<file path="config.mk">
export PLATFORM = sky130hd
export DESIGN_NAME = xmodem_checksum_sender_top
export DESIGN_NICKNAME = d
export VERILOG_FILES = /design/src/hdl/xcs_pkg.sv /design/src/hdl/xcs_engine.sv /design/src/hdl/xmodem_checksum_sender_top.sv
export SDC_FILE = /design/constraint.sdc
export NUM_CORES = 1
export LEC_CHECK = 0
export BUFFER_PORTS_ARGS = -buffer_cell sky130_fd_sc_hd__buf_2
export CORE_MARGIN = 2
export CORE_UTILIZATION = 60
export DETAILED_ROUTE_END_ITERATION = 8
export PLACE_DENSITY_LB_ADDON = 0.08
export SLEW_MARGIN = 20
export SYNTH_ARGS = -nofsm -noshare
export SYNTH_HDL_FRONTEND = slang
export SYNTH_HIERARCHICAL = 1
export SYNTH_SLANG_ARGS = --single-unit
</file>
<file path="constraint.sdc">
create_clock -name clk_i -period 5.6 [get_ports clk_i]
set_clock_uncertainty 0.15 [all_clocks]
set_input_delay 0.56 -clock clk_i [delete_from_list [all_inputs] [get_ports clk_i]]
set_output_delay 0.56 -clock clk_i [all_outputs]
set_load 0.01 [all_outputs]
</file>
<file path="src/hdl/xcs_pkg.sv">
// shared types and constants of the xmodem checksum sender
// no dependencies
package xcs_pkg;

  localparam int unsigned BLOCK_BYTES = 128;

  localparam int unsigned ADDR_W = $clog2(BLOCK_BYTES);
  localparam int unsigned FILL_W = $clog2(BLOCK_BYTES + 1);
  localparam int unsigned POS_W  = $clog2(BLOCK_BYTES + 4);

  localparam logic [FILL_W-1:0] FILL_FULL = FILL_W'(BLOCK_BYTES);
  localparam logic [POS_W-1:0]  POS_DATA  = POS_W'(3);
  localparam logic [POS_W-1:0]  POS_LAST  = POS_W'(BLOCK_BYTES + 3);

  localparam logic [1:0] CMD_BEGIN = 2'd0;
  localparam logic [1:0] CMD_FILE  = 2'd1;
  localparam logic [1:0] CMD_REPLY = 2'd2;
  localparam logic [1:0] CMD_READY = 2'd3;

  localparam logic [2:0] ST_BUSY    = 3'd0;
  localparam logic [2:0] ST_STARTED = 3'd1;
  localparam logic [2:0] ST_REFUSED = 3'd2;
  localparam logic [2:0] ST_ABORTED = 3'd3;
  localparam logic [2:0] ST_DONE    = 3'd4;
  localparam logic [2:0] ST_IGNORED = 3'd5;

  localparam logic [7:0] BYTE_NAK = 8'h15;
  localparam logic [7:0] BYTE_SOH = 8'h01;
  localparam logic [7:0] BYTE_EOT = 8'h04;

  localparam logic       CFG_RETRY_LIMIT = 1'b0;
  localparam logic       CFG_START_CODE  = 1'b1;
  localparam logic [3:0] RETRY_LIMIT_RST = 4'd2;
  localparam logic [7:0] START_CODE_RST  = 8'd51;

  typedef struct packed {
    logic [1:0] cmd;
    logic [7:0] file_byte;
    logic       file_end;
    logic [7:0] reply_byte;
  } in_t;

  typedef struct packed {
    logic       tx_valid;
    logic [7:0] tx_byte;
    logic [2:0] status;
    logic [7:0] block_number;
  } out_t;

endpackage

</file>
<file path="src/hdl/xcs_engine.sv">
// sender state, block buffer and per-item result register
// depends on xcs_pkg
module xcs_engine (
  input  logic          clk_i,
  input  logic          rst_ni,
  input  logic          cfg_we_i,
  input  logic          cfg_index_i,
  input  logic [7:0]    cfg_data_i,
  input  logic          step_i,
  input  xcs_pkg::in_t  item_i,
  output xcs_pkg::out_t res_o
);

  localparam logic [2:0] PH_IDLE       = 3'd0;
  localparam logic [2:0] PH_WAIT_START = 3'd1;
  localparam logic [2:0] PH_FILL       = 3'd2;
  localparam logic [2:0] PH_SEND       = 3'd3;
  localparam logic [2:0] PH_WAIT_REPLY = 3'd4;
  localparam logic [2:0] PH_EOT_DONE   = 3'd5;
  localparam logic [2:0] PH_EOT_ABORT  = 3'd6;

  logic [3:0] retry_limit_q;
  logic [7:0] start_code_q;

  logic [2:0]                 phase_q, phase_d;
  logic [xcs_pkg::FILL_W-1:0] fill_q, fill_d, fill_inc;
  logic [7:0]                 sum_q, sum_d;
  logic [7:0]                 blk_q, blk_d;
  logic [3:0]                 resend_q, resend_d;
  logic [xcs_pkg::POS_W-1:0]  pos_q, pos_d, idx;
  logic                       final_q, final_d;

  logic [7:0] mem_q [xcs_pkg::BLOCK_BYTES];
  logic [7:0] rd_data_q;
  logic       wr_en;
  logic       use_mem, use_mem_q;
  logic       tx_valid;
  logic [7:0] tx_byte;
  logic [2:0] status;
  xcs_pkg::out_t res_q;

  always_ff @(posedge clk_i or negedge rst_ni) begin
    if (!rst_ni) begin
      retry_limit_q <= xcs_pkg::RETRY_LIMIT_RST;
      start_code_q  <= xcs_pkg::START_CODE_RST;
    end else if (cfg_we_i) begin
      case (cfg_index_i)
        xcs_pkg::CFG_RETRY_LIMIT: retry_limit_q <= cfg_data_i[3:0];
        xcs_pkg::CFG_START_CODE:  start_code_q  <= cfg_data_i;
        default: ;
      endcase
    end
  end

  assign fill_inc = fill_q + xcs_pkg::FILL_W'(1);
  assign idx      = pos_q - xcs_pkg::POS_DATA;

  always_comb begin
    phase_d  = phase_q;
    fill_d   = fill_q;
    sum_d    = sum_q;
    blk_d    = blk_q;
    resend_d = resend_q;
    pos_d    = pos_q;
    final_d  = final_q;
    wr_en    = 1'b0;
    use_mem  = 1'b0;
    tx_valid = 1'b0;
    tx_byte  = 8'd0;
    status   = xcs_pkg::ST_IGNORED;
    case (item_i.cmd)
      xcs_pkg::CMD_BEGIN: begin
        fill_d   = '0;
        sum_d    = 8'd0;
        pos_d    = '0;
        blk_d    = 8'd1;
        resend_d = 4'd0;
        final_d  = 1'b0;
        phase_d  = PH_WAIT_START;
        tx_valid = 1'b1;
        tx_byte  = start_code_q;
        status   = xcs_pkg::ST_BUSY;
      end
      xcs_pkg::CMD_FILE: begin
        if (phase_q == PH_FILL && fill_q < xcs_pkg::FILL_FULL) begin
          wr_en  = 1'b1;
          fill_d = fill_inc;
          sum_d  = sum_q + item_i.file_byte;
          if (fill_inc == xcs_pkg::FILL_FULL || item_i.file_end) begin
            final_d = item_i.file_end;
            pos_d   = '0;
            phase_d = PH_SEND;
          end
          status = xcs_pkg::ST_BUSY;
        end
      end
      xcs_pkg::CMD_REPLY: begin
        if (phase_q == PH_WAIT_START) begin
          if (item_i.reply_byte == xcs_pkg::BYTE_NAK) begin
            phase_d = PH_FILL;
            status  = xcs_pkg::ST_STARTED;
          end else begin
            phase_d = PH_IDLE;
            status  = xcs_pkg::ST_REFUSED;
          end
        end else if (phase_q == PH_WAIT_REPLY) begin
          if (item_i.reply_byte == xcs_pkg::BYTE_NAK) begin
            if (resend_q < retry_limit_q) begin
              resend_d = resend_q + 4'd1;
              pos_d    = '0;
              phase_d  = PH_SEND;
              status   = xcs_pkg::ST_BUSY;
            end else begin
              phase_d = PH_EOT_ABORT;
              status  = xcs_pkg::ST_ABORTED;
            end
          end else begin
            resend_d = 4'd0;
            blk_d    = blk_q + 8'd1;
            if (final_q) begin
              phase_d = PH_EOT_DONE;
            end else begin
              fill_d  = '0;
              sum_d   = 8'd0;
              pos_d   = '0;
              phase_d = PH_FILL;
            end
            status = xcs_pkg::ST_BUSY;
          end
        end
      end
      xcs_pkg::CMD_READY: begin
        if (phase_q == PH_SEND) begin
          tx_valid = 1'b1;
          status   = xcs_pkg::ST_BUSY;
          if (pos_q == xcs_pkg::POS_W'(0)) begin
            tx_byte = xcs_pkg::BYTE_SOH;
          end else if (pos_q == xcs_pkg::POS_W'(1)) begin
            tx_byte = blk_q;
          end else if (pos_q == xcs_pkg::POS_W'(2)) begin
            tx_byte = ~blk_q;
          end else if (pos_q < xcs_pkg::POS_LAST) begin
            use_mem = idx < xcs_pkg::POS_W'(fill_q);
          end else begin
            tx_byte = sum_q;
          end
          if (pos_q >= xcs_pkg::POS_LAST) begin
            phase_d = PH_WAIT_REPLY;
            pos_d   = '0;
          end else begin
            pos_d = pos_q + xcs_pkg::POS_W'(1);
          end
        end else if (phase_q == PH_EOT_DONE || phase_q == PH_EOT_ABORT) begin
          tx_valid = 1'b1;
          tx_byte  = xcs_pkg::BYTE_EOT;
          status   = (phase_q == PH_EOT_ABORT) ? xcs_pkg::ST_ABORTED : xcs_pkg::ST_DONE;
          phase_d  = PH_IDLE;
        end
      end
      default: ;
    endcase
  end

  always_ff @(posedge clk_i or negedge rst_ni) begin
    if (!rst_ni) begin
      phase_q   <= PH_IDLE;
      fill_q    <= '0;
      sum_q     <= 8'd0;
      blk_q     <= 8'd1;
      resend_q  <= 4'd0;
      pos_q     <= '0;
      final_q   <= 1'b0;
      use_mem_q <= 1'b0;
    end else if (step_i) begin
      phase_q   <= phase_d;
      fill_q    <= fill_d;
      sum_q     <= sum_d;
      blk_q     <= blk_d;
      resend_q  <= resend_d;
      pos_q     <= pos_d;
      final_q   <= final_d;
      use_mem_q <= use_mem;
    end
  end

  always_ff @(posedge clk_i) begin
    if (step_i) begin
      rd_data_q <= mem_q[idx[xcs_pkg::ADDR_W-1:0]];
      if (wr_en) begin
        mem_q[fill_q[xcs_pkg::ADDR_W-1:0]] <= item_i.file_byte;
      end
      res_q.tx_valid     <= tx_valid;
      res_q.tx_byte      <= tx_byte;
      res_q.status       <= status;
      res_q.block_number <= blk_d;
    end
  end

  always_comb begin
    res_o = res_q;
    if (use_mem_q) begin
      res_o.tx_byte = rd_data_q;
    end
  end

endmodule

</file>
<file path="src/hdl/xmodem_checksum_sender_top.sv">
// xmodem checksum sender top level: handshake registers around xcs_engine
// depends on xcs_pkg and xcs_engine
//
// One result per input transfer. An accepted item sits in the input register,
// is processed from there while the block buffer is read, and its result
// appears in the output register. One item per cycle is sustained when the
// output side does not stall. The 128-byte block buffer has one write and one
// registered read port, so the data byte of a frame arrives together with the
// rest of its result.
// Configuration writes are taken at any cycle with cfg_we_i high and must be
// made while the block is idle.
module xmodem_checksum_sender_top (
  input  logic          clk_i,
  input  logic          rst_ni,
  input  logic          in_valid_i,
  output logic          in_stall_o,
  input  xcs_pkg::in_t  in_data_i,
  output logic          out_valid_o,
  input  logic          out_stall_i,
  output xcs_pkg::out_t out_data_o,
  input  logic          cfg_we_i,
  input  logic          cfg_index_i,
  input  logic [7:0]    cfg_data_i
);

  logic         in_valid_q, in_valid_d;
  xcs_pkg::in_t in_q;
  logic         out_valid_q, out_valid_d;
  logic         step;
  logic         in_accept;

  assign step       = in_valid_q && (!out_valid_q || !out_stall_i);
  assign in_stall_o = in_valid_q && !step;
  assign in_accept  = in_valid_i && !in_stall_o;

  assign in_valid_d  = in_accept || (in_valid_q && !step);
  assign out_valid_d = step || (out_valid_q && out_stall_i);

  always_ff @(posedge clk_i or negedge rst_ni) begin
    if (!rst_ni) begin
      in_valid_q  <= 1'b0;
      out_valid_q <= 1'b0;
    end else begin
      in_valid_q  <= in_valid_d;
      out_valid_q <= out_valid_d;
    end
  end

  always_ff @(posedge clk_i) begin
    if (in_accept) begin
      in_q <= in_data_i;
    end
  end

  xcs_engine u_engine (
    .clk_i       (clk_i),
    .rst_ni      (rst_ni),
    .cfg_we_i    (cfg_we_i),
    .cfg_index_i (cfg_index_i),
    .cfg_data_i  (cfg_data_i),
    .step_i      (step),
    .item_i      (in_q),
    .res_o       (out_data_o)
  );

  assign out_valid_o = out_valid_q;

endmodule

</file>
## Word level (Yosys, flattened, before mapping)

Memory sizes are Yosys's and may differ from the RTL's. A register that Yosys moved wholly into a read port is not among the register bits.
Cells that the tools add are included.

- Input port bits: 33
- Output and inout bits: 22
- Flip-flop bits (word level): 94
- Logic and storage cells: 158
- Memories kept: 1
- Memory bits (writable): 1,024

Memory list:

| memory | words | bits a word | read ports | clocked after memory_dff | wr ports | line | text |
|---|---|---|---|---|---|---|---|
| u_engine.mem_q | 128 | 8 | 1 | 1 | 1 | xcs_engine.sv:33 | `logic [7:0] mem_q [xcs_pkg::BLOCK_BYTES];` |

- Equality and inequality tests: 25
- Multiplexer cells: 73
- Bitwise gates (word level): 2
- Order comparisons: 5
- Reduce and logical (&&, ||, !) cells: 26
- Add/sub/neg operators: 6

Operators by type and width:

| operator | count |
|---|---|
| 8-bit two-way mux | 23 |
| 3-bit two-way mux | 17 |
| 8-bit one-hot mux with 3 select lines | 2 |
| 8-bit one-hot mux with 2 select lines | 2 |
| 8-bit one-hot mux with 4 select lines | 1 |
| 8-bit by 1-bit adder with 8-bit output, second input constant | 3 |
| 3-bit one-hot mux with 4 select lines | 2 |
| 8-bit less-than comparator, second input constant | 2 |
| 4-bit two-way mux | 4 |
| 1-bit two-way mux | 15 |
| 3-bit == test, second input constant | 3 |
| 3-bit != test, second input constant | 3 |
| 8-bit adder | 1 |
| 8-bit by 1-bit == test with 1-bit output, second input constant | 1 |
| 8-bit by 2-bit == test with 1-bit output, second input constant | 1 |
| 8-bit by 5-bit == test with 1-bit output, second input constant | 1 |
| 8-bit == test, second input constant | 1 |
| 8-bit greater-or-equal comparator, second input constant | 1 |
| 8-bit zero test | 1 |
| 8-bit less-than comparator | 1 |
| 2-bit two-way mux | 4 |
| 2-bit by 1-bit != test with 1-bit output, second input constant | 4 |
| 8-bit NOT | 1 |
| 4-bit one-hot mux with 2 select lines | 1 |
| other kinds (23) | 42 |

## Depth between registers and ports, before layout

Gate-level depths: netlist (run 1).

- Depth in word-level cells: 8
- Depth in mapped cells: 15
- Depth with buffers taken out: 9

## Cells and area by module

Netlist (run 1), hierarchy kept.

By module, submodules not included:

| module | instances | cells an instance | area an instance (um^2) | seq. area each (um^2) |
|---|---|---|---|---|
| xcs_engine | 1 | 2,354 | 44,662.8 | 32,924.1 |
| xmodem_checksum_sender_top | 1 | 27 | 663.1 | 620.6 |

## Least setup slack after synthesis (run 1)

No wires, ideal clock.

- Path kind: input to register
- Start: input out_stall_i
- End: memory u_engine.mem_q[110][0] (enable)
- Cell stages on the path: 7
- Setup slack: 639 ps
- Data required time: 5,080 ps
- Library setup time: 370 ps
- Path buffers: 2
- Data arrival time: 4,441 ps
- Cell sequence: a21boi_0 -> and3_1 -> clkbuf_1 -> nor2b_1 -> nand3_1 -> clkbuf_1 -> nor2_1

- Longest elaborated chain between the ends: 5

RTL lines:

| element | line | text |
|---|---|---|
| start: declaration | xmodem_checksum_sender_top.sv:19 | `input logic out_stall_i,` |
| 1-bit zero test | xmodem_checksum_sender_top.sv:32 | `assign step = in_valid_q && (!out_valid_q \|\| !out_stall_i);` |
| 1-bit logical OR | xmodem_checksum_sender_top.sv:32 |  |
| 1-bit logical AND | xmodem_checksum_sender_top.sv:32 |  |
| 1-bit two-way mux | xcs_engine.sv:187 | `if (step_i) begin` |
| 1-bit two-way mux (not written as such) | xcs_engine.sv:190 | `mem_q[fill_q[xcs_pkg::ADDR_W-1:0]] <= item_i.file_byte;` |
| end: declaration | xcs_engine.sv:33 |  |

No other way between the ends.

## Worst setup path in the final report (run 1)

- Start: register u_engine/pos_q[0] (netlist name)
- End: register u_engine.rd_data_q[4], read port of u_engine.mem_q, data pin

- Longest elaborated chain between the ends: 1

RTL lines:

| element | line | text |
|---|---|---|
| start: declaration | xcs_engine.sv:30 | `logic [xcs_pkg::POS_W-1:0] pos_q, pos_d, idx;` |
| start signal: assignment | xcs_engine.sv:180 | `pos_q <= pos_d;` |
| 8-bit by 2-bit subtractor with 8-bit output | xcs_engine.sv:56 | `assign idx = pos_q - xcs_pkg::POS_DATA;` |
| end: declaration | xcs_engine.sv:34 | `logic [7:0] rd_data_q;` |

No other way between the ends.
A chain may end at the register's enable or synchronous reset.

==> run summary, run 1 <==
Design Power: 0.0210 W
placed inst area: 46600 µm²
post-synthesis net count: 2444
number of CTS-inserted buffers: 113
Crit. Startpoint: u_engine/pos_q[0]$_DFFE_PN0P_
Root Driver: clkbuf_16
Post-synth EDFFs: 1071
WP buf/inv: 2
Clk pin slew, worst setup/hold paths: 0.06 ns
power per cell area: 413 nW/µm²
global-route wire length before repair: 157 mm
CTS H-Tree Depth: 3
Final ANT Viol Nets: 0
Die H: 279 µm
combinational share of power: 17.9%
final hold violations: 0
DRT Pass-1 Iters: 5
Ys Warns: 6
synthesized area per cell: 19.0 µm²
initial antenna violation count: 5
Die ar.: 77800 µm²
# IOs: 55
CP Launch Type: register
ys flop type: edfxtp_1
Crit-path slowest cell: buf_4
clock sink count: 1126
unrepaired setup endpoints after global routing: false
most frequent cells in the layout: edfxtp_1, mux4_2, nor2_1
CTS Buffer Depth: 3
Worst-Margin Slew: 1.12 ns
relative slew slack: 25.1%
post-DP HPWL: 64.4 mm
vias per inst: 6.59
status: complete, no violations
Final Cycle Share: 81.1%
Async SR Flop Fraction: 4.88%
post-CTS sizing: 0
CTS tree: done
P_int: 0.0157 W
Final Net Count: 2551
Fmax: 0.220 GHz
pin count of the biggest net entering global routing: 130
Clk network pwr share: 36.7%
Critical Path End Type: register
diode count: 0
CP Class: register to register
peak supply drop: 0.000330 V
switching share of power: 25.3%
Synth Area in Compound Gates: 3.24%
Post-Synth Simple-Gate Area: 4.68%
Synth-to-Final Area Change: 12.0%
Req. time, crit path: 5.97 ns
CP arrival: 4.91 ns
hold slack: 0.0633 ns
Post-CTS Hold Fix Bufs: 28
Largest stage delay, worst path: 0.81 ns
mux share of post-synthesis cell area: 15.0%
share of cells above drive strength 1: 23.4%
CP max FO: 56
largest family of logic cells by synthesized area: multiplexers
Worst Hold Class: input pin to register
worst hold start: cfg_data_i[0]
XOR/XNOR share of the synthesized area: 0.381%
maxcap violations: 0
Rows: 100
Mapped Cells: 2381
Pleak: 16.1 nW
Avg WL per Cell: 29.8 µm
Final Max Tran Viols: 0
Placer Congestion: 0.866
Remaining Overflow, GRT: 0
Global Route Usage Sum: 27.8%
commonest non-fill, non-tap cell in the layout: edfxtp_1
CP Cell Sequence: ha_1 > xor2_4 > buf_4 > buf_4 > nand2_1 > a32o_1 > nor3_1 > a31oi_1 > a211oi_1
Synth Area in Adders: 0.845%
Yosys cell types: 75
vias in the first global route: 23573
I/O Buffers: 54
core area: 74600 µm²
# setup viols final: 0
sequential area share after synthesis: 74.0%
worst r2r src: u_engine/pos_q[0]$_DFFE_PN0P_
Cell Area, Synth: 45300 µm²
post-route setup TNS: 0 ns
Finished Cell Area: 50800 µm²
DRT Wirelength: 106 mm
sequential share of power: 45.4%
DRT iter0 DRCs: 2771
Die Width: 279 µm
Net Switching: 0.00530 W
fin crit period: 4.54 ns
FF+latch count, synth: 1126
final core occ: 68.1%
CP top delay family: buffers and inverters
# DRC: 0
vias post-DR: 23447
Post-CTS Setup Bufs: 0
initial core utilization: 60.8%
Clk Latency, worst-skew pair: 0.69 ns
Crit path top cell by count: buf_4
[through the flow]
stage / setup WS (ns) / std cells
floorplan: 0.639 / 2381
global placement: 1.09 / 3314
detailed placement: 1.06 / 3314
CTS: 1.03 / 3558
global route: 0.729 / 3558
finish: 1.06 / 3558
[path summary, 6_finish.rpt]
kind,endpoint,slack [ns],cells after the start
hold reg to reg,u_engine/retry_limit_q[0]$_DFFE_PN0P_,0.36,1
hold / removal,u_engine/retry_limit_q[0]$_DFFE_PN0P_,0.06,2
max in group asynchronous,u_engine/pos_q[0]$_DFFE_PN0P_,4.32,3
setup / recovery,u_engine/rd_data_q[4]$_DFFE_PP_,1.06,9
min in group asynchronous,u_engine/blk_q[5]$_DFFE_PN0P_,0.42,3
setup reg to reg,u_engine/rd_data_q[4]$_DFFE_PP_,1.06,9
[state kept, by name, indices dropped and copies added, names as in the netlist, 4 cells and up]
| name | flops |
|---|---|
| in_q | 19 |
| u_engine/mem_q | 1024 |
| u_engine/res_q | 8 |
| u_engine/pos_q | 8 |
| u_engine/sum_q | 8 |
| u_engine/fill_q | 8 |
| u_engine/res_o | 12 |
| u_engine/blk_q | 8 |
| u_engine/rd_data_q | 8 |
| u_engine/resend_q | 4 |
| u_engine/retry_limit_q | 4 |
| u_engine/start_code_q | 8 |
[power groups by stage]
stage | sequential (W) | clock (W) | combinational (W)
finish | 0.00952 | 0.00769 | 0.00376
global route | 0.00954 | 0.00814 | 0.00401
CTS | 0.00952 | 0.00781 | 0.00378
detailed placement | 0.00969 | 0 | 0.00375
global placement | 0.00969 | 0 | 0.00371
floorplan | 0.00964 | 0 | 0.00274
[synthesized netlist by cell type (17+ instances only)]
cell type | n | share of area, %
a21oi_1 | 23 | 0.25
buf_2 | 34 | 0.38
mux2_2 | 19 | 0.47
nor2_1 | 186 | 1.5
edfxtp_1 | 1071 | 71
o21ai_1 | 24 | 0.27
a31oi_1 | 24 | 0.33
o21ai_0 | 23 | 0.25
dfrtp_1 | 49 | 2.7
clkbuf_1 | 62 | 0.51
mux2i_1 | 45 | 0.99
a32oi_1 | 24 | 0.46
inv_1 | 21 | 0.17
mux4_2 | 272 | 14
ha_1 | 29 | 0.80
nand3_1 | 45 | 0.50
buf_4 | 34 | 0.56
nand2_1 | 187 | 1.5
a32o_1 | 17 | 0.38
[area by class of cell]
type,instances,area (µm²)
clock buffers,132,2940
clock inverters,84,901
fillers,4722,23800
inverters,26,97.6
multi-input cells,1084,11000
flip-flops and latches,1126,33500
well taps,969,1210
repair buffers,137,1040
[kinds of logic (layout without fill, tap and decap cells)]
family | after synthesis | count (layout)
multiplexers | 338 | 338
adder cells (fa/ha/maj) | 30 | 30
AND/OR/NAND/NOR | 491 | 491
buffers and inverters | 171 | 379
flip-flops | 1126 | 1126
XOR/XNOR | 18 | 18
AO/OA/AOI/OAI | 207 | 207
[per-layer routing]
metal | wire length, µm | track usage, %
met1 | 42700 | 41.3
met2 | 49600 | 42.4
met3 | 10100 | 5.40
met4 | 3560 | 9.25
met5 | 16 | 0
Note: power is estimated with default switching activity, not from simulation.
==> run 2: changes to the inputs <==
--- a/config.mk
+++ b/config.mk
@@ -7,7 +7,7 @@
 export LEC_CHECK = 0
 export BUFFER_PORTS_ARGS = -buffer_cell sky130_fd_sc_hd__buf_2
 export CORE_MARGIN = 2
-export CORE_UTILIZATION = 60
+export CORE_UTILIZATION = 57
 export DETAILED_ROUTE_END_ITERATION = 8
 export PLACE_DENSITY_LB_ADDON = 0.08
 export SLEW_MARGIN = 20
==> constraint.sdc (replaced) <==
create_clock -name clk_i -period 3.76 [get_ports clk_i]
set_clock_uncertainty 0.15 [all_clocks]
set_input_delay 0.376 -clock clk_i [delete_from_list [all_inputs] [get_ports clk_i]]
set_output_delay 0.376 -clock clk_i [all_outputs]
set_load 0.01 [all_outputs]
==> run 2 against run 1 <==
The run now ends with negative setup slack left. Critical path type unchanged. Sequential share of layout area decreased by 1.4 points. Cell count increased by 5.1%. Setup slack got worse by 1.1 ns. Worst hold slack improved by 0.10 ns.
==> run summary, run 2 (synthesized netlist as in run 1, its figures left out) <==
post-route setup TNS: -0.00500 ns
Final Net Count: 2658
share of cells above drive strength 1: 26.4%
clock sink count: 1126
fin crit period: 3.76 ns
Post-CTS Setup Bufs: 0
max reg flops: 1024
Final Cycle Share: 100%
post-DP HPWL: 65.9 mm
core area: 78900 µm²
Crit path top cell by count: buf_4
CTS H-Tree Depth: 3
CP Cell Sequence: ha_1 > buf_4 > nor3_1 > mux2i_1 > o32ai_4 > buf_4 > a32oi_1 > a31oi_1 > a211oi_1
Worst-Margin Slew: 0.963 ns
number of CTS-inserted buffers: 112
Clk Latency, worst-skew pair: 0.67 ns
peak supply drop: 0.000589 V
final core occ: 65.8%
Final ANT Viol Nets: 0
DRT Pass-1 Iters: 6
Die Width: 286 µm
status: finished, violations left
Final Max Tran Viols: 0
combinational share of power: 18.1%
Layout fillers: 5290
Worst Hold Class: input pin to register
P_int: 0.0235 W
# setup viols final: 1
CTS Buffer Depth: 3
Synth-to-Final Area Change: 14.5%
commonest non-fill, non-tap cell in the layout: edfxtp_1
Net Switching: 0.00788 W
setup ws final: -0.00500 ns
sequential share of power: 45.0%
failing checks: negative setup slack
pin count of the biggest net entering global routing: 130
Root Driver: clkbuf_16
Critical Path End Type: register
Fmax: 0.266 GHz
DRT Wirelength: 107 mm
CP arrival: 4.00 ns
Remaining Overflow, GRT: 0
vias in the first global route: 24102
Crit-path slowest cell: dfrtp_1
power per cell area: 605 nW/µm²
global-route wire length before repair: 160 mm
I/O Buffers: 54
# DRC: 0
Clk network pwr share: 36.9%
relative slew slack: 35.8%
Clk pin slew, worst setup/hold paths: 0.06 ns
final hold violations: 0
CP top delay family: compound AO/OA/AOI/OAI gates
CP Launch Type: register
switching share of power: 25.1%
hold slack: 0.163 ns
Die ar.: 81800 µm²
Pleak: 16.7 nW
# IOs: 55
CP Class: register to register
Die H: 286 µm
most frequent cells in the layout: edfxtp_1, mux4_2, nand2_1
unrepaired setup endpoints after global routing: false
Largest stage delay, worst path: 0.53 ns
Placer Congestion: 0.891
maxcap violations: 0
Rows: 103
vias post-DR: 23750
initial core utilization: 57.5%
Reg2Reg Setup Slack: -0.005 ns
initial antenna violation count: 2
Req. time, crit path: 3.99 ns
CTS tree: done
Avg WL per Cell: 28.6 µm
CP max FO: 10
DRT iter0 DRCs: 2687
Global Route Usage Sum: 26.8%
WP buf/inv: 2
vias per inst: 6.35
==> run 2: cell count changes in the layout (fill, tap and decap cells not counted), sizes merged <==
cell	previous run	this run
inv	30	29
clkinvlp	9	4
buf	109	207
bufinv	17	20
clkbuf	132	127
dlygate4sd3	28	38
diode	0	1
clkinv	54	53
==> run 2: final timing paths <==
path	from	end	cells past startpoint
worst min-delay path	cfg_we_i	u_engine/start_code_q[3]$_DFFE_PN0P_	3
max in group asynchronous	rst_ni	u_engine/sum_q[6]$_DFFE_PN0P_	3
worst max-delay path	u_engine/pos_q[1]$_DFFE_PN0P_	u_engine/rd_data_q[5]$_DFFE_PP_	9
worst max register to register	u_engine/pos_q[1]$_DFFE_PN0P_	u_engine/rd_data_q[5]$_DFFE_PP_	9
worst min register to register	in_valid_q$_DFF_PN0_	out_valid_o$_DFF_PN0_	1
min in group asynchronous	rst_ni	u_engine/blk_q[2]$_DFFE_PN0P_	2
==> run 2: power by group through the flow <==
stage                     clock, W  sequential (W)  combinational [W]
after floorplan                  0          0.0144            0.00409
after global placement           0          0.0144            0.00558
after detailed placement         0          0.0144            0.00561
after CTS                   0.0118          0.0141            0.00568
after global routing        0.0123          0.0141            0.00604
final                       0.0116          0.0141            0.00567
==> run 2: per-layer routing <==
| layer | vias to the layer above | wire [µm] | GRT usage, % |
|---|---|---|---|
| li1 | 10065 | - | - |
| met1 | 12462 | 44300 | 39.4 |
| met2 | 1054 | 51000 | 42.0 |
| met3 | 167 | 8410 | 4.07 |
| met4 | 2 | 3310 | 8.82 |
| met5 | - | 13 | 0 |
==> run 2: area by class of cell <==
cell class / count / area, µm² / area share (%)
Timing Repair Buffer: 245 / 1980 / 3.82
Clock inverter: 80 / 937 / 1.81
Clock buffer: 127 / 2900 / 5.59
Tap cell: 1050 / 1310 / 2.53
Sequential cell: 1126 / 33500 / 64.6
Inverter: 26 / 97.6 / 0.188
Multi-Input combinational cell: 1084 / 11100 / 21.4
Antenna cell: 1 / 2.50 / 0.00482
==> run 2: repair_timing <==
| action | 4_1_cts | 5_1_grt |
|---|---|---|
| resized for setup | 8 | 7 |
| hold endpoints to repair | 65 | 0 |
| setup endpoints to repair | 7 | 6 |
| hold buffers | 38 | 0 |
==> run 2: worst min-delay path: cells and delay by family <==
kind / cells / cell delay [ns]
mux: 1 / 0.21
buf+inv: 1 / 0.10
simple gates: 1 / 0.26
==> run 2: stage by stage <==
step | worst slack [ns] | std cells | power [W] | instance area (µm²)
finish | -0.00500 | 3739 | 0.0314 | 51900
global route | 0.0438 | 3738 | 0.0324 | 51900
CTS | 0.0185 | 3737 | 0.0316 | 51800
detailed placement | -0.196 | 3492 | 0.0200 | 47600
global placement | -0.177 | 3492 | 0.0200 | 47600
floorplan | -0.115 | 2381 | 0.0184 | 45300
==> run 3: changes to the inputs <==
--- a/config.mk
+++ b/config.mk
@@ -7,7 +7,7 @@
 export LEC_CHECK = 0
 export BUFFER_PORTS_ARGS = -buffer_cell sky130_fd_sc_hd__buf_2
 export CORE_MARGIN = 2
-export CORE_UTILIZATION = 57
+export CORE_UTILIZATION = 53
 export DETAILED_ROUTE_END_ITERATION = 8
 export PLACE_DENSITY_LB_ADDON = 0.08
 export SLEW_MARGIN = 20
==> run 3 against run 2 <==
The run now ends clean. Utilization shrank 4.6 points. Register-to-register slack better by 0.17 ns. Critical path depth increased by 1. Worst hold slack gained 0.076 ns. Global-route usage decreased by 2.0 points. First-iteration DRC count shrank 8.0%. Cell count up 3.4%. Largest cell class unchanged. Highest routed layer is now met4.
==> run summary, run 3 (synthesized netlist as in run 1, its figures left out) <==
status: complete, no violations
Die ar.: 87900 µm²
Clk Latency, worst-skew pair: 0.68 ns
CTS Buffer Depth: 3
hold slack: 0.239 ns
maxcap violations: 0
diode count: 0
CTS H-Tree Depth: 3
final core occ: 61.2%
Worst Hold Class: input pin to asynchronous set/reset pin
power per cell area: 597 nW/µm²
clock sink count: 1126
Worst Setup EP: u_engine/rd_data_q[2]$_DFFE_PP_
Placer Congestion: 0.881
CP arrival: 3.85 ns
CP Launch Type: register
commonest non-fill, non-tap cell in the layout: edfxtp_1
initial core utilization: 53.3%
Synth-to-Final Area Change: 14.8%
CTS tree: done
CP max FO: 34
Root Driver: clkbuf_16
core area: 85000 µm²
peak supply drop: 0.000495 V
DRT iter0 DRCs: 2471
final hold violations: 0
worst r2r src: u_engine/pos_q[1]$_DFFE_PN0P_
post-DP HPWL: 65.4 mm
placed inst area: 47900 µm²
CP Class: register to register
DRT Pass-1 Iters: 5
Design Power: 0.0311 W
Finished Cell Area: 52000 µm²
number of CTS-inserted buffers: 115
Avg WL per Cell: 27.6 µm
Final Net Count: 2686
# DRC: 0
most frequent cells in the layout: edfxtp_1, mux4_2, nand2_1
Seq. cell area: 33500 µm²
relative slew slack: 28.7%
vias post-DR: 23620
Worst-Margin Slew: 1.07 ns
Die H: 296 µm
Global Route Usage Sum: 24.8%
global-route wire length before repair: 158 mm
Fmax: 0.278 GHz
Rows: 107
Final Cycle Share: 95.5%
Crit. Startpoint: u_engine/pos_q[1]$_DFFE_PN0P_
Req. time, crit path: 4.02 ns
# setup viols final: 0
unrepaired setup endpoints after global routing: false
vias in the first global route: 23970
reg2reg end: u_engine/rd_data_q[2]$_DFFE_PP_
Die Width: 296 µm
max reg flops: 1024
# IOs: 55
DRT Wirelength: 107 mm
initial antenna violation count: 1
I/O Buffers: 54
FF-to-FF path depth: 10
Layout fillers: 6047
Pleak: 16.8 nW
Final ANT Viol Nets: 0
Reg2Reg Setup Slack: 0.17 ns
vias per inst: 6.11
Final Max Tran Viols: 0
pin count of the biggest net entering global routing: 95
Critical Path End Type: register
fin crit period: 3.59 ns
Clk pin slew, worst setup/hold paths: 0.06 ns
share of cells above drive strength 1: 26.7%
Remaining Overflow, GRT: 0
Multi-input gate area: 11100 µm²
==> run 3: what timing repair did <==
| action | 4_1_cts | 5_1_grt |
|---|---|---|
| endpoints found under the hold margin | 66 | 0 |
| gates resized for setup | 0 | 2 |
| setup endpoints to repair | 0 | 2 |
| setup buffers | 0 | 0 |
| hold buffers | 35 | 0 |
==> run 3: through the flow <==
| stage | std cells | setup TNS [ns] | setup slack [ns] |
|---|---|---|---|
| after CTS | 3867 | 0 | 0.170 |
| after global routing | 3867 | 0 | 0.0944 |
| after global placement | 3615 | 0 | 0.264 |
| final | 3867 | 0 | 0.168 |
| after floorplan | 2381 | -0.115 | -0.115 |
| after detailed placement | 3615 | 0 | 0.197 |
==> run 3: layout make-up <==
class	count	share of cell area, %
clock buffers	144	5.92
clock inverters	73	1.26
inverters	26	0.188
multi-input cells	1084	21.3
flip-flops and latches	1126	64.5
well taps	1144	2.75
repair buffers	270	4.12
==> run 3: routing by layer <==
| layer | vias to the layer above | part of all wire [%] | routed length (µm) | global-route usage [%] |
|---|---|---|---|---|
| li1 | 10118 | - | - | - |
| met1 | 12461 | 42 | 45200 | 35.9 |
| met2 | 859 | 48 | 51100 | 39.6 |
| met3 | 182 | 6.7 | 7170 | 3.98 |
| met4 | 0 | 3.0 | 3210 | 7.34 |
| met5 | - | 0 | 0 | 0 |
==> run 3: worst min path at each step <==
stage / to / startpoint / cells past startpoint
6_report: u_engine/blk_q[6]$_DFFE_PN0P_ / rst_ni / 2
5_1_grt: in_q[14]$_DFFE_PP_ / in_data_i[14] / 2
4_1_cts: u_engine/blk_q[7]$_DFFE_PN0P_ / rst_ni / 2
3_5_place_dp: u_engine/final_q$_DFFE_PN0P_ / in_q[8]$_DFFE_PP_ / 2
3_3_place_gp: out_valid_o$_DFF_PN0_ / in_valid_q$_DFF_PN0_ / 1
2_1_floorplan: in_valid_q$_DFF_PN0_ / rst_ni / 0
==> run 3: critical path, stage by stage (launching register included) <==
cell and delay, ns:
dfrtp_1 0.52, inv_1 0.16, ha_4 0.44, buf_12 0.30, buf_12 0.25, buf_4 0.27, mux4_2 0.35, mux2i_1 0.16
a32oi_1 0.07, a31oi_1 0.44, a211oi_1 0.15
==> run 3: power by group <==
part,switching (W),total [W],internal (W)
clock network,0.00468,0.0112,0.00654
registers,0.000215,0.0141,0.0139
logic,0.00299,0.00571,0.00272
total,0.00789,0.0311,0.0232
